## config.mk

```make
export PLATFORM = sky130hd
export DESIGN_NAME = dfn_fifo
export DESIGN_NICKNAME = d
export VERILOG_FILES = /design/src/design/dfn_pkg.sv /design/src/design/dfn_fifo.sv
export SDC_FILE = /design/constraint.sdc
export NUM_CORES = 1
export LEC_CHECK = 0
export BUFFER_PORTS_ARGS = -buffer_cell sky130_fd_sc_hd__buf_4
export CAP_MARGIN = 20
export CORE_MARGIN = 1.5
export CORE_UTILIZATION = 45
export DETAILED_ROUTE_END_ITERATION = 12
export PLACE_DENSITY = 0.63
export SETUP_SLACK_MARGIN = 0.05
export SLEW_MARGIN = 10
export SYNTH_ARGS = -nofsm -noshare
export SYNTH_HDL_FRONTEND = slang
export SYNTH_SLANG_ARGS = --single-unit
```

## constraint.sdc

```tcl
create_clock -name aclk -period 4.35 [get_ports aclk]
set_input_delay 0.87 -clock aclk [delete_from_list [all_inputs] [get_ports aclk]]
set_output_delay 0.87 -clock aclk [all_outputs]
set_load 0.01 [all_outputs]
```

## src/design/dfn_pkg.sv

```systemverilog
// ----------------------------------------------------------------------------
// dfn_pkg
// Shared constants and types for the detection filter and NMS block.
// ----------------------------------------------------------------------------
`timescale 1ns / 1ps

package dfn_pkg;

    localparam int MAX_DET_DEFAULT = 64;
    localparam int QUEUE_DEPTH     = 4;

    localparam logic [15:0] CONF_THR_RST  = 16'd16384;
    localparam logic [15:0] IOU_THR_RST   = 16'd29491;
    localparam logic [15:0] SCALE_X_RST   = 16'd4096;
    localparam logic [15:0] SCALE_Y_RST   = 16'd4096;

    // register indexes of the configuration port
    localparam logic [1:0] REG_CONF_THR = 2'd0;
    localparam logic [1:0] REG_IOU_THR  = 2'd1;
    localparam logic [1:0] REG_SCALE_X  = 2'd2;
    localparam logic [1:0] REG_SCALE_Y  = 2'd3;

    // classified candidate passed from front to back
    typedef struct packed {
        logic        keep;
        logic        last;
        logic [15:0] score;
        logic [7:0]  cls;
        logic [63:0] box;   // h, w, cy, cx from msb to lsb
    } entry_t;

    // one result on the output channel
    typedef struct packed {
        logic        kept;
        logic [7:0]  cls;
        logic [15:0] score;
        logic [63:0] box;
        logic        ovf;
        logic        fin;
    } result_t;

    function automatic logic [15:0] sat16(input logic [19:0] v);
        sat16 = (v > 20'd65535) ? 16'hFFFF : v[15:0];
    endfunction

endpackage

```

## src/design/dfn_fifo.sv

```systemverilog
// ----------------------------------------------------------------------------
// dfn_fifo
// Short queue of classified candidates between front and back.
// ----------------------------------------------------------------------------
`timescale 1ns / 1ps

module dfn_fifo
    import dfn_pkg::*;
(
    input  logic   aclk,
    input  logic   aresetn,
    input  logic   push,
    input  entry_t push_entry,
    output logic   full,
    input  logic   pop,
    output logic   pop_valid,
    output entry_t pop_entry
);

    localparam int PW = $clog2(QUEUE_DEPTH);

    entry_t          slot_reg [QUEUE_DEPTH];
    logic [PW-1:0]   wr_reg, rd_reg;
    logic [PW:0]     cnt_reg;
    logic            do_pop;

    assign full      = (cnt_reg == (PW+1)'(QUEUE_DEPTH));
    assign pop_valid = (cnt_reg != '0);
    assign pop_entry = slot_reg[rd_reg];
    assign do_pop    = pop && pop_valid;

    // advance pointers and count
    always_ff @(posedge aclk) begin
        if (!aresetn) begin
            wr_reg  <= '0;
            rd_reg  <= '0;
            cnt_reg <= '0;
        end else begin
            if (push) wr_reg <= wr_reg + PW'(1);
            if (do_pop) rd_reg <= rd_reg + PW'(1);
            cnt_reg <= cnt_reg + (PW+1)'(push) - (PW+1)'(do_pop);
        end
    end

    always_ff @(posedge aclk) begin
        if (push) slot_reg[wr_reg] <= push_entry;
    end

endmodule

```

## After elaboration in Yosys (flattened, before gate mapping)

Memories as Yosys holds them, arrays and structs flattened. A register that Yosys moved wholly into a read port is not among the register bits.
Cells that the tools add are included.

- Register bits after elaboration: 7
- RAM bits: 360
- Output and inout port bits: 92
- Memories: 1

- Add/subtract/negate cells: 4
- Equality and inequality tests: 1
- Mux-type cells: 4
- Reductions and logical operators: 2

Memory list:

| name | words | bits a word | read ports | clocked after Yosys merged registers in | write ports | line | RTL |
|---|---|---|---|---|---|---|---|
| slot_reg | 4 | 90 | 1 | 1 | 1 | dfn_fifo.sv:22 | `entry_t slot_reg [QUEUE_DEPTH];` |

Operator list:

| operator | number |
|---|---|
| adder 2 x 1 -> 2 bit (second input constant) | 2 |
| 2-to-1 mux 2 bit | 2 |
| adder 3 x 1 -> 3 bit | 1 |
| == test 3 bit (second input constant) | 1 |
| nonzero test 3 bit | 1 |
| subtractor 3 x 1 -> 3 bit | 1 |
| 2-to-1 mux 1 bit | 2 |
| logical AND 1 bit | 1 |

## Depth between registers and ports, before layout

- Word-level depth: 4
- Gate-level depth with buffers: 7

## Worst setup path before layout

Ideal clock, no wire load.

- Path kind: input to register
- Start: input port push
- End: memory slot_reg[0][0] (netlist name), enable pin
- Arrival time: 2.956 ns
- Data required time: 3.892 ns
- Slack: 0.936 ns
- Stages: 1
- Buffers on the path: 0
- Path through: and2_1

- Longest elaborated chain between the ends: 2

Ends and longest elaborated chain:

| element | line | RTL |
|---|---|---|
| start: declaration | dfn_fifo.sv:12 | `input logic push,` |
| 2-to-1 mux 1 bit | dfn_fifo.sv:46 | `if (push) slot_reg[wr_reg] <= push_entry;` |
| 2-to-1 mux 1 bit (not written as such) | dfn_fifo.sv:46 |  |
| end: declaration | dfn_fifo.sv:22 |  |

No other way between the ends.

==> impl_metrics.py <==
metrics = {
    "detailed_routing": {
        "wire_per_inst_um": 21.54,
        "drt_iter0_markers": 397,
        "vias": 5935,
        "viasPerCell": 5.188,
        "drtPass1Iterations": 4,
        "drc": 0,
        "finalWirelength_mm": 24.64,
        "ant_nets": 0,
    },
    "finish": {
        "final_core_util": 0.5587,
        "drive_above_1_share": 0.4523,
        "seq_area_mm2": 0.01100,
        "area_growth_pct": 22.18,
        "finalNetCount": 829,
        "layout_commonest_cell": "edfxtp_1",
        "largest_register_ffs": 360,
        "multi_input_area_mm2": 0.002310,
        "mostFrequentLayoutCells": "360 x edfxtp_1, 187 x buf_4, 90 x mux4_2, 41 x clkbuf_16, 8 x clkbuf_1",
        "n_antenna_cell": 0,
        "nFillCells": 2251,
    },
    "cts": {
        "holdBufCountCts": 0,
        "cts_setup_buffers": 0,
        "clk_latency_ps": 510,
        "cts_resized": 0,
        "cts_tree": "done",
        "cts_inserted_buffers": 38,
        "cts_buffer_depth": 3,
        "clock_sinks": 369,
        "cts_root_buf": "clkbuf_16",
        "cts_max_level": 2,
        "clkSlewWorstSetupHoldPaths_ps": 60,
    },
    "place": {
        "dp_hpwl_mm": 14.29,
        "place_ws_ps": 1531,
        "io_buffers": 185,
        "gp_congestion": 0.7137,
    },
    "timing": {
        "period_share": 0.7479,
        "maxClockFrequency_ghz": 0.3074,
        "setup_viol": 0,
        "hold-worst-slack_ps": 474.2,
        "relSlewSlack": 0.4151,
        "final_max_slew_viol_count": 0,
        "fin_worst_skew_ps": 10.18,
        "fin_ws_ps": 1097,
        "rsz0062_at_grt": "no",
        "tns_ps": 0,
        "report.final.hold_viol_count": 0,
        "period_needed_ps": 3253,
        "worst_slew_pin_slew_ps": 877.3,
    },
    "global_route": {
        "grt_overflow_total": 0,
        "antenna_found_initial": 1,
        "gr-usage-all-layers": 0.1598,
        "grt_pass1_vias": 6599,
        "grt_pass1_wl_mm": 37.36,
        "grt_max_degree": 91,
    },
    "power_and_ir_drop": {
        "finalPower_mw": 8.969,
        "swShare": 0.2306,
        "p_leak_nw": 5.558,
        "p_sw_mw": 2.068,
        "cellPowerDensity_mw_per_mm2": 541.7,
        "intPower_mw": 6.901,
        "seqPwrFrac": 0.468,
        "clkPwrFrac": 0.349,
        "pwr-share-comb": 0.183,
        "irDropWorstVdd_v": 0.0003105,
    },
    "critical_path": {
        "crit_arrival_ps": 2380,
        "required_ps": 3480,
        "crit_fanout": 38,
        "critPathCaptureType": "primary output",
        "crit_path_start_kind": "register",
        "critical_path_class": "reg2out",
    },
    "yosys": {
        "syn_inst": 515,
        "ys_seq_area_frac": 0.8109,
        "netlist_area_mm2": 0.01355,
        "synth-seq-cells": 369,
        "synth_nets": 616,
        "ys_types": 21,
        "synth_area_per_cell_um2": 26.32,
        "yosysWarnings": 0,
    },
    "worst_hold_path": {
        "min_path_type": "reg2reg",
    },
    "floorplan": {
        "die-area_mm2": 0.03117,
        "initial_core_util": 0.4573,
        "row_count": 63,
        "die_w_um": 176.5,
        "core_area_mm2": 0.02964,
        "die_h_um": 176.5,
        "ios": 186,
    },
    "flow_run": {
        "drv_cap": 0,
    },
    "status": {
        "outcome": "finished clean",
    },
}
worst paths after layout:
| kind | startpoint | to | slack, ps | cells past startpoint |
|---|---|---|---|---|
| worst min register to register | rd_reg[1] | register | 470 | 2 |
| worst max-delay path | register | pop_entry[88] | 1100 | 3 |
| worst max register to register | cnt_reg[1] | cnt_reg[2] | 2280 | 7 |
| worst min-delay path | rd_reg[1] | register | 470 | 2 |
cell families after synthesis:
kind of cell               after synthesis  synth area share
DFF                                    369            0.8109
muxes                                   94            0.1525
buffers and inverters                   26           0.01939
and+or+nand+nor                         15          0.006556
adders and majority gates                7          0.007016
AOI/OAI and AO/OA                        2          0.001293
xor gates and xnor gates                 2          0.002308
through the flow:
stage,std cells,instance area [um^2]
2_1_floorplan,515,13550
3_3_place_gp,1078,15340
4_1_cts,1144,16560
5_1_grt,1144,16560
3_5_place_dp,1078,15340
6_report,1144,16560
critical path, cell delays in order, from the launching register on:
cell     delay (ps)
dfxtp_4         710
buf_12          370
mux4_2          580
buf_4           170
final cells by class:
cell class	instances	area share
Sequential cell	369	0.6642
Multi-Input combinational cell	120	0.1395
Timing Repair Buffer	193	0.09204
Clock buffer	49	0.06377
Tap cell	390	0.02947
Clock inverter	17	0.009672
Inverter	6	0.001360
power groups by stage:
stage,logic [mW],registers [mW],clock network [mW]
2_1_floorplan,1.11,4.22,0
3_3_place_gp,1.66,4.27,0
3_5_place_dp,1.69,4.28,0
4_1_cts,1.69,4.21,3.20
5_1_grt,1.77,4.22,3.33
6_report,1.64,4.20,3.13
routing by layer:
metal,GRT usage,wire (um),share of wire,up-vias
met2,0.2748,12670,0.51,144
li1,-,-,-,2641
met3,0.03510,1153,0.047,34
met4,0.04626,501,0.020,2
met1,0.2048,10310,0.42,3114
met5,0,13,0.00053,-
Yosys cell counts:
cell type | count | area, um^2
buf_6 | 1 | 11.26
nand2b_1 | 2 | 12.51
nand2_1 | 2 | 7.510
and3_1 | 1 | 6.260
o31a_1 | 1 | 8.760
or3_1 | 1 | 6.260
o311ai_0 | 1 | 8.760
buf_2 | 9 | 45.04
edfxtp_1 | 360 | 10810
xor2_1 | 1 | 8.760
nor2b_1 | 1 | 6.260
mux4_2 | 90 | 2027
ha_1 | 6 | 75.07
dfxtp_1 | 9 | 180.2
xnor3_1 | 1 | 22.52
fa_1 | 1 | 20.02
inv_1 | 6 | 22.52
and2_1 | 8 | 50.05
buf_12 | 9 | 180.2
mux2i_1 | 4 | 40.04
buf_1 | 1 | 3.750
(Power assumes the default switching activity.)
