--- src/design/dfn_pkg.sv ---
// ----------------------------------------------------------------------------
// dfn_pkg
// Shared constants and types for the detection filter and NMS block.
// ----------------------------------------------------------------------------
`timescale 1ns / 1ps

package dfn_pkg;

    localparam int MAX_DET_DEFAULT = 64;
    localparam int QUEUE_DEPTH     = 4;

    localparam logic [15:0] CONF_THR_RST  = 16'd16384;
    localparam logic [15:0] IOU_THR_RST   = 16'd29491;
    localparam logic [15:0] SCALE_X_RST   = 16'd4096;
    localparam logic [15:0] SCALE_Y_RST   = 16'd4096;

    // register indexes of the configuration port
    localparam logic [1:0] REG_CONF_THR = 2'd0;
    localparam logic [1:0] REG_IOU_THR  = 2'd1;
    localparam logic [1:0] REG_SCALE_X  = 2'd2;
    localparam logic [1:0] REG_SCALE_Y  = 2'd3;

    // classified candidate passed from front to back
    typedef struct packed {
        logic        keep;
        logic        last;
        logic [15:0] score;
        logic [7:0]  cls;
        logic [63:0] box;   // h, w, cy, cx from msb to lsb
    } entry_t;

    // one result on the output channel
    typedef struct packed {
        logic        kept;
        logic [7:0]  cls;
        logic [15:0] score;
        logic [63:0] box;
        logic        ovf;
        logic        fin;
    } result_t;

    function automatic logic [15:0] sat16(input logic [19:0] v);
        sat16 = (v > 20'd65535) ? 16'hFFFF : v[15:0];
    endfunction

endpackage

--- src/design/dfn_front.sv ---
// ----------------------------------------------------------------------------
// dfn_front
// Filters candidates by score and area and scales them to center and size.
// ----------------------------------------------------------------------------
`timescale 1ns / 1ps

module dfn_front
    import dfn_pkg::*;
(
    input  logic        aclk,
    input  logic        aresetn,
    input  logic [15:0] conf_thr,
    input  logic [15:0] scale_x,
    input  logic [15:0] scale_y,
    input  logic        in_valid,
    output logic        in_ready,
    input  logic [15:0] left,
    input  logic [15:0] top,
    input  logic [15:0] right,
    input  logic [15:0] bottom,
    input  logic [15:0] score,
    input  logic [7:0]  cls,
    input  logic        last,
    output logic        push,
    output entry_t      push_entry,
    input  logic        q_full
);

    logic        st_vld_reg;
    logic        st_keep_reg, st_last_reg;
    logic [15:0] st_score_reg;
    logic [7:0]  st_cls_reg;
    logic [32:0] px_reg, py_reg;
    logic [31:0] pw_reg, ph_reg;
    logic        advance, accept;
    logic [16:0] sum_x, sum_y;
    logic [15:0] dif_x, dif_y;

    assign advance  = st_vld_reg && !q_full;
    assign in_ready = !st_vld_reg || !q_full;
    assign accept   = in_valid && in_ready;

    assign sum_x = {1'b0, left} + {1'b0, right};
    assign sum_y = {1'b0, top} + {1'b0, bottom};
    assign dif_x = right - left;
    assign dif_y = bottom - top;

    // hold the stage valid until the queue has room for it
    always_ff @(posedge aclk) begin
        if (!aresetn) begin
            st_vld_reg <= 1'b0;
        end else if (accept) begin
            st_vld_reg <= 1'b1;
        end else if (advance) begin
            st_vld_reg <= 1'b0;
        end
    end

    // classify and multiply by the scale
    always_ff @(posedge aclk) begin
        if (accept) begin
            st_keep_reg  <= (score >= conf_thr) && (right > left) && (bottom > top);
            st_last_reg  <= last;
            st_score_reg <= score;
            st_cls_reg   <= cls;
            px_reg       <= sum_x * scale_x;
            py_reg       <= sum_y * scale_y;
            pw_reg       <= dif_x * scale_x;
            ph_reg       <= dif_y * scale_y;
        end
    end

    // shift, saturate and drop rejected non-last items
    assign push = advance && (st_keep_reg || st_last_reg);
    always_comb begin
        push_entry.keep  = st_keep_reg;
        push_entry.last  = st_last_reg;
        push_entry.score = st_score_reg;
        push_entry.cls   = st_cls_reg;
        push_entry.box   = {sat16(ph_reg[31:12]), sat16(pw_reg[31:12]),
                            sat16(py_reg[32:13]), sat16(px_reg[32:13])};
    end

endmodule

--- config.mk ---
export PLATFORM = sky130hd
export DESIGN_NAME = dfn_front
export DESIGN_NICKNAME = d
export VERILOG_FILES = /design/src/design/dfn_pkg.sv /design/src/design/dfn_front.sv
export SDC_FILE = /design/constraint.sdc
export NUM_CORES = 2
export LEC_CHECK = 0
export BUFFER_PORTS_ARGS = -buffer_cell sky130_fd_sc_hd__buf_2
export CAP_MARGIN = 5
export CORE_MARGIN = 4
export CORE_UTILIZATION = 50
export DETAILED_ROUTE_END_ITERATION = 8
export GPL_TIMING_DRIVEN = 0
export PLACE_DENSITY = 0.67
export SLEW_MARGIN = 0
export SYNTH_ARGS = -nofsm -noshare
export SYNTH_HDL_FRONTEND = slang
export SYNTH_SLANG_ARGS = --single-unit
--- constraint.sdc ---
create_clock -name aclk -period 17 [get_ports aclk]
set_clock_uncertainty 0.05 [all_clocks]
set_input_delay 2.55 -clock aclk [delete_from_list [all_inputs] [get_ports aclk]]
set_output_delay 2.55 -clock aclk [all_outputs]
set_load 0.03 [all_outputs]
* Yosys cells after proc, flatten, opt, wreduce, memory -nomap -nowiden
Index checks and enable logic that the tools add are counted.
** Word-level totals
- Bits of input ports :: 141
- Bits in registers :: 157
** Operators by class
- Multiplexer cells :: 6
- Reduce and logical (&&, ||, !) cells :: 10
- Multipliers :: 4
- $add $sub $neg :: 4
- Magnitude comparators :: 7
** Operators with widths (count)
- $gt A20 B16 Y1 const B :: 4
- $mul A17 B16 Y33 :: 2
- $mul A16 B16 Y32 :: 2
- $mux W16 :: 4
- $add A16 B16 Y17 :: 2
- $gt A16 B16 Y1 :: 2
- $sub A16 B16 Y16 :: 2
- $ge A16 B16 Y1 :: 1
- $logic_and A1 B1 Y1 :: 5
- $logic_not A1 Y1 :: 2
- $logic_or A1 B1 Y1 :: 2
- $mux W1 :: 2
- $reduce_bool A2 Y1 :: 1

* Longest topological paths before layout
- Depth in word-level cells :: 4
- Gate-level depth with buffers :: 34

* Worst setup path before layout
OpenSTA, ideal clock, no wires.
- Kind :: input-to-reg
- From :: input top[0]
- To :: register py_reg[26], data pin
- Cell stages on the path :: 32
- Setup slack :: 6.604 ns
- Required time :: 16.689 ns
- Arrival :: 10.085 ns
- Buffers on the path :: 1
- Cell sequence :: ha_1 > inv_1 > fa_1 > o21ba_2 > o21bai_1 > a21oi_2 > o31ai_1 > a221oi_2 > nor2b_1 > xor2_1 > clkbuf_1 > nand2_1 > fa_1 > fa_1 > inv_1 > fa_1 > inv_1 > fa_1 > inv_1 > fa_1 > inv_1 > fa_1 > inv_1 > ha_1 > a21oi_1 > o21ai_0 > or3_1 > o2111ai_2 > a21oi_1 > a221o_2 > a21o_1 > a311o_1
** Between the ends
- Word-level cells in the longest chain between the ends :: 2
** RTL lines
- start: declaration :: RTL line dfn_front.sv:18 : input logic [15:0] top,
- $add A16 B16 Y17 :: RTL line dfn_front.sv:44 : assign sum_y = {1'b0, top} + {1'b0, bottom};
- $mul A17 B16 Y33 :: RTL line dfn_front.sv:67 : py_reg <= sum_y * scale_y;
- end signal: assignment :: RTL line dfn_front.sv:67
- end: declaration :: RTL line dfn_front.sv:33 : logic [32:0] px_reg, py_reg;
No other way between the ends.
A chain may end at the register's enable or synchronous reset.

* Worst setup path in the final report
- From :: input left[0]
- To :: register pw_reg[25], data pin
** Between the ends
- Word-level cells in the longest chain between the ends :: 2
** RTL lines
- start: declaration :: RTL line dfn_front.sv:17 : input logic [15:0] left,
- $sub A16 B16 Y16 :: RTL line dfn_front.sv:45 : assign dif_x = right - left;
- $mul A16 B16 Y32 :: RTL line dfn_front.sv:68 : pw_reg <= dif_x * scale_x;
- end signal: assignment :: RTL line dfn_front.sv:68
- end: declaration :: RTL line dfn_front.sv:34 : logic [31:0] pw_reg, ph_reg;
No other way between the ends.

==> results.sh <==
export IMPL_rsz0062_at_grt="false"
export IMPL_yosys_warnings=0
export IMPL_ys_async_sr_fraction=0
export IMPL_cp_end_kind="flip-flop"
export IMPL_wl_per_cell_um=20.36
export IMPL_final_layout_size_suffix_gt1_frac=0.06093
export IMPL_dp_cells=6037
export IMPL_track_usage=0.2843
export IMPL_cts_buffers_inserted=9
export IMPL_crit_top_cell="fa_1"
export IMPL_clockRootBuffer="clkbuf_16"
export IMPL_ff2ff_path_depth=3
export IMPL_numPortBuffers=212
export IMPL_num_rows=106
export IMPL_worstPathRequired_ns=17.11
export IMPL_arrival_ns=12.03
export IMPL_grt_pass1_vias=35490
export IMPL_min_from="st_vld_reg$_SDFFE_PN0P_"
export IMPL_worstPathMaxFanout=10
export IMPL_relSlewSlack=0.1830
export IMPL_cts_sinks=107
export IMPL_vias=33620
export IMPL_synth_top_area_frac=0.3821
export IMPL_worstSetupStartpoint="left[0]"
export IMPL_postCtsSetupBuffers=0
export IMPL_ctsHoldBuffers=0
export IMPL_slowest_delay_ns=0.80
export IMPL_grt_pass1_wl_um=196700
export IMPL_syn_inst=4741
export IMPL_slew_violations=0
export IMPL_nets=6399
export IMPL_final_hold_viol_count=0
export IMPL_timing_fmax_mhz=83.89
export IMPL_drtAntennaViolNets=0
export IMPL_drt_wl_total_um=123300
export IMPL_fin_cells=6056
export IMPL_startpoint_type="input pin"
export IMPL_period_share=0.7012
export IMPL_worstHoldPathCells=2
export IMPL_synth_avg_cell_area_um2=8.885
export IMPL_period_needed_ns=11.92
export IMPL_synth_common_cells="inv_1, fa_1, nand2_1"
export IMPL_io_pins=233
export IMPL_crit_path_top_delay_cell="xnor2_1"
export IMPL_fin_tns_setup_ns=0
export IMPL_synth_area_leader_cell="fa_1"
export IMPL_antenna_found_initial=7
export IMPL_hp_class="reg2reg"
export IMPL_dp_hpwl_um=102200
export IMPL_syn_nets=6172
export IMPL_r2r_start="st_vld_reg$_SDFFE_PN0P_"
export IMPL_htree_levels=3
export IMPL_drcViolationCount=0
export IMPL_place_gp_congestion=0.9653
export IMPL_clk_pin_slew_ns=0.11
export IMPL_ys_seq_elements=107
export IMPL_synthTopCellsByArea="fa_1, ha_1, inv_1, edfxtp_1, nand2_1"
export IMPL_syn2layout_area_growth_pct=6.671
export IMPL_grt_max_degree=57
export IMPL_drv_cap=0
export IMPL_synth_most_common_cell="inv_1"
export IMPL_critPathKind="in2reg"
export IMPL_dieArea_um2=88960
export IMPL_cts_tree="built"
export IMPL_ys_types=85
export IMPL_first_pass_iters=6
export IMPL_insertion_delay_ns=0.43
export IMPL_start_util=0.5041
export IMPL_drtIter0Drc=2416
export IMPL_globalRouteOverflowTotal=0
export IMPL_clock_path_buffers=2
export IMPL_syn_area_um2=42120
export IMPL_synth_main_ff_cell="edfxtp_1"
export IMPL_finalSetupViolCount=0
export IMPL_die_h_um=298.3
export IMPL_timing_hold_ws_ns=0.5045
export IMPL_yosysSeqAreaShare=0.07604
export IMPL_vias_per_cell=5.552
export IMPL_status="finished clean"
export IMPL_die_width_um=298.3
export IMPL_core_um2=83560
export IMPL_synth_edff_count=106
export IMPL_tightest_slew_ns=1.213
export IMPL_post_cts_resized=0
-- cells by family (layout without fill, tap and decap cells) --
family          Yosys count  in the layout  share of synthesized area
fa+ha+maj              1290           1290                     0.5265
xor+xnor                127            127                    0.02641
flops                   107            107                    0.07604
simple gates           1530           1530                     0.1875
other cells               0              3                          0
buf+inv                1266           1498                     0.1146
compound gates          421            421                    0.06909
-- metrics by stage --
step | instance area (um2) | setup slack [ns] | util
3_3_place_gp | 44540 | 4.875 | 0.5330
3_5_place_dp | 44610 | 4.791 | 0.5339
5_1_grt | 44930 | 4.563 | 0.5377
4_1_cts | 44930 | 5.223 | 0.5377
2_1_floorplan | 42120 | 6.604 | -
6_report | 44930 | 5.079 | 0.5378
-- worst max-delay path: cells and delay by family --
family / cells / cell delay, ns
AOI/OAI and AO/OA: 11 / 3.13
xor gates and xnor gates: 2 / 0.94
adders and majority gates: 9 / 4.03
buffers and inverters: 5 / 0.84
and+or+nand+nor: 4 / 0.51
-- routing by layer --
layer | vias to the layer above | GRT usage | share of wire
met4 | 8 | 0.1279 | 0.053
met1 | 16910 | 0.3511 | 0.39
met3 | 309 | 0.04970 | 0.076
met5 | - | 0 | 0.00054
li1 | 15080 | - | -
met2 | 1323 | 0.4889 | 0.48
-- layout make-up --
class / instances / area [um2]
well taps: 1080 / 1351
fillers: 7856 / 38620
flip-flops and latches: 107 / 3203
inverters: 1008 / 3784
clock buffers: 9 / 225.2
multi-input cells: 3368 / 34120
clock inverters: 7 / 87.58
diodes: 3 / 7.507
repair buffers: 216 / 1111
plain buffers: 258 / 1042
-- path summary, 6_finish.rpt --
path,slack (ns),endpoint
setup / recovery,5.08,pw_reg[25]$_DFFE_PP_
hold / removal,0.50,st_vld_reg$_SDFFE_PN0P_
setup reg to reg,15.11,st_score_reg[5]$_DFFE_PP_
hold reg to reg,0.50,st_vld_reg$_SDFFE_PN0P_
-- layout by cell type, fill, tap and decap left out, drive strengths merged, types with 26 or more instances in the layout --
cell	instances
xor2	34
ha	486
nand2	604
nand3	99
xnor2	93
nor2b	117
nor2	66
and3	26
nand2b	122
fa	804
a21o	41
o21ai	63
clkbuf	230
a31oi	28
a21oi	111
nand4	26
edfxtp	106
inv	1010
buf	253
nor3	36
and2	347
Power is left out: the tool's default activity adds up to more than one toggle a clock period on the data nets, which glitch-free logic cannot reach.
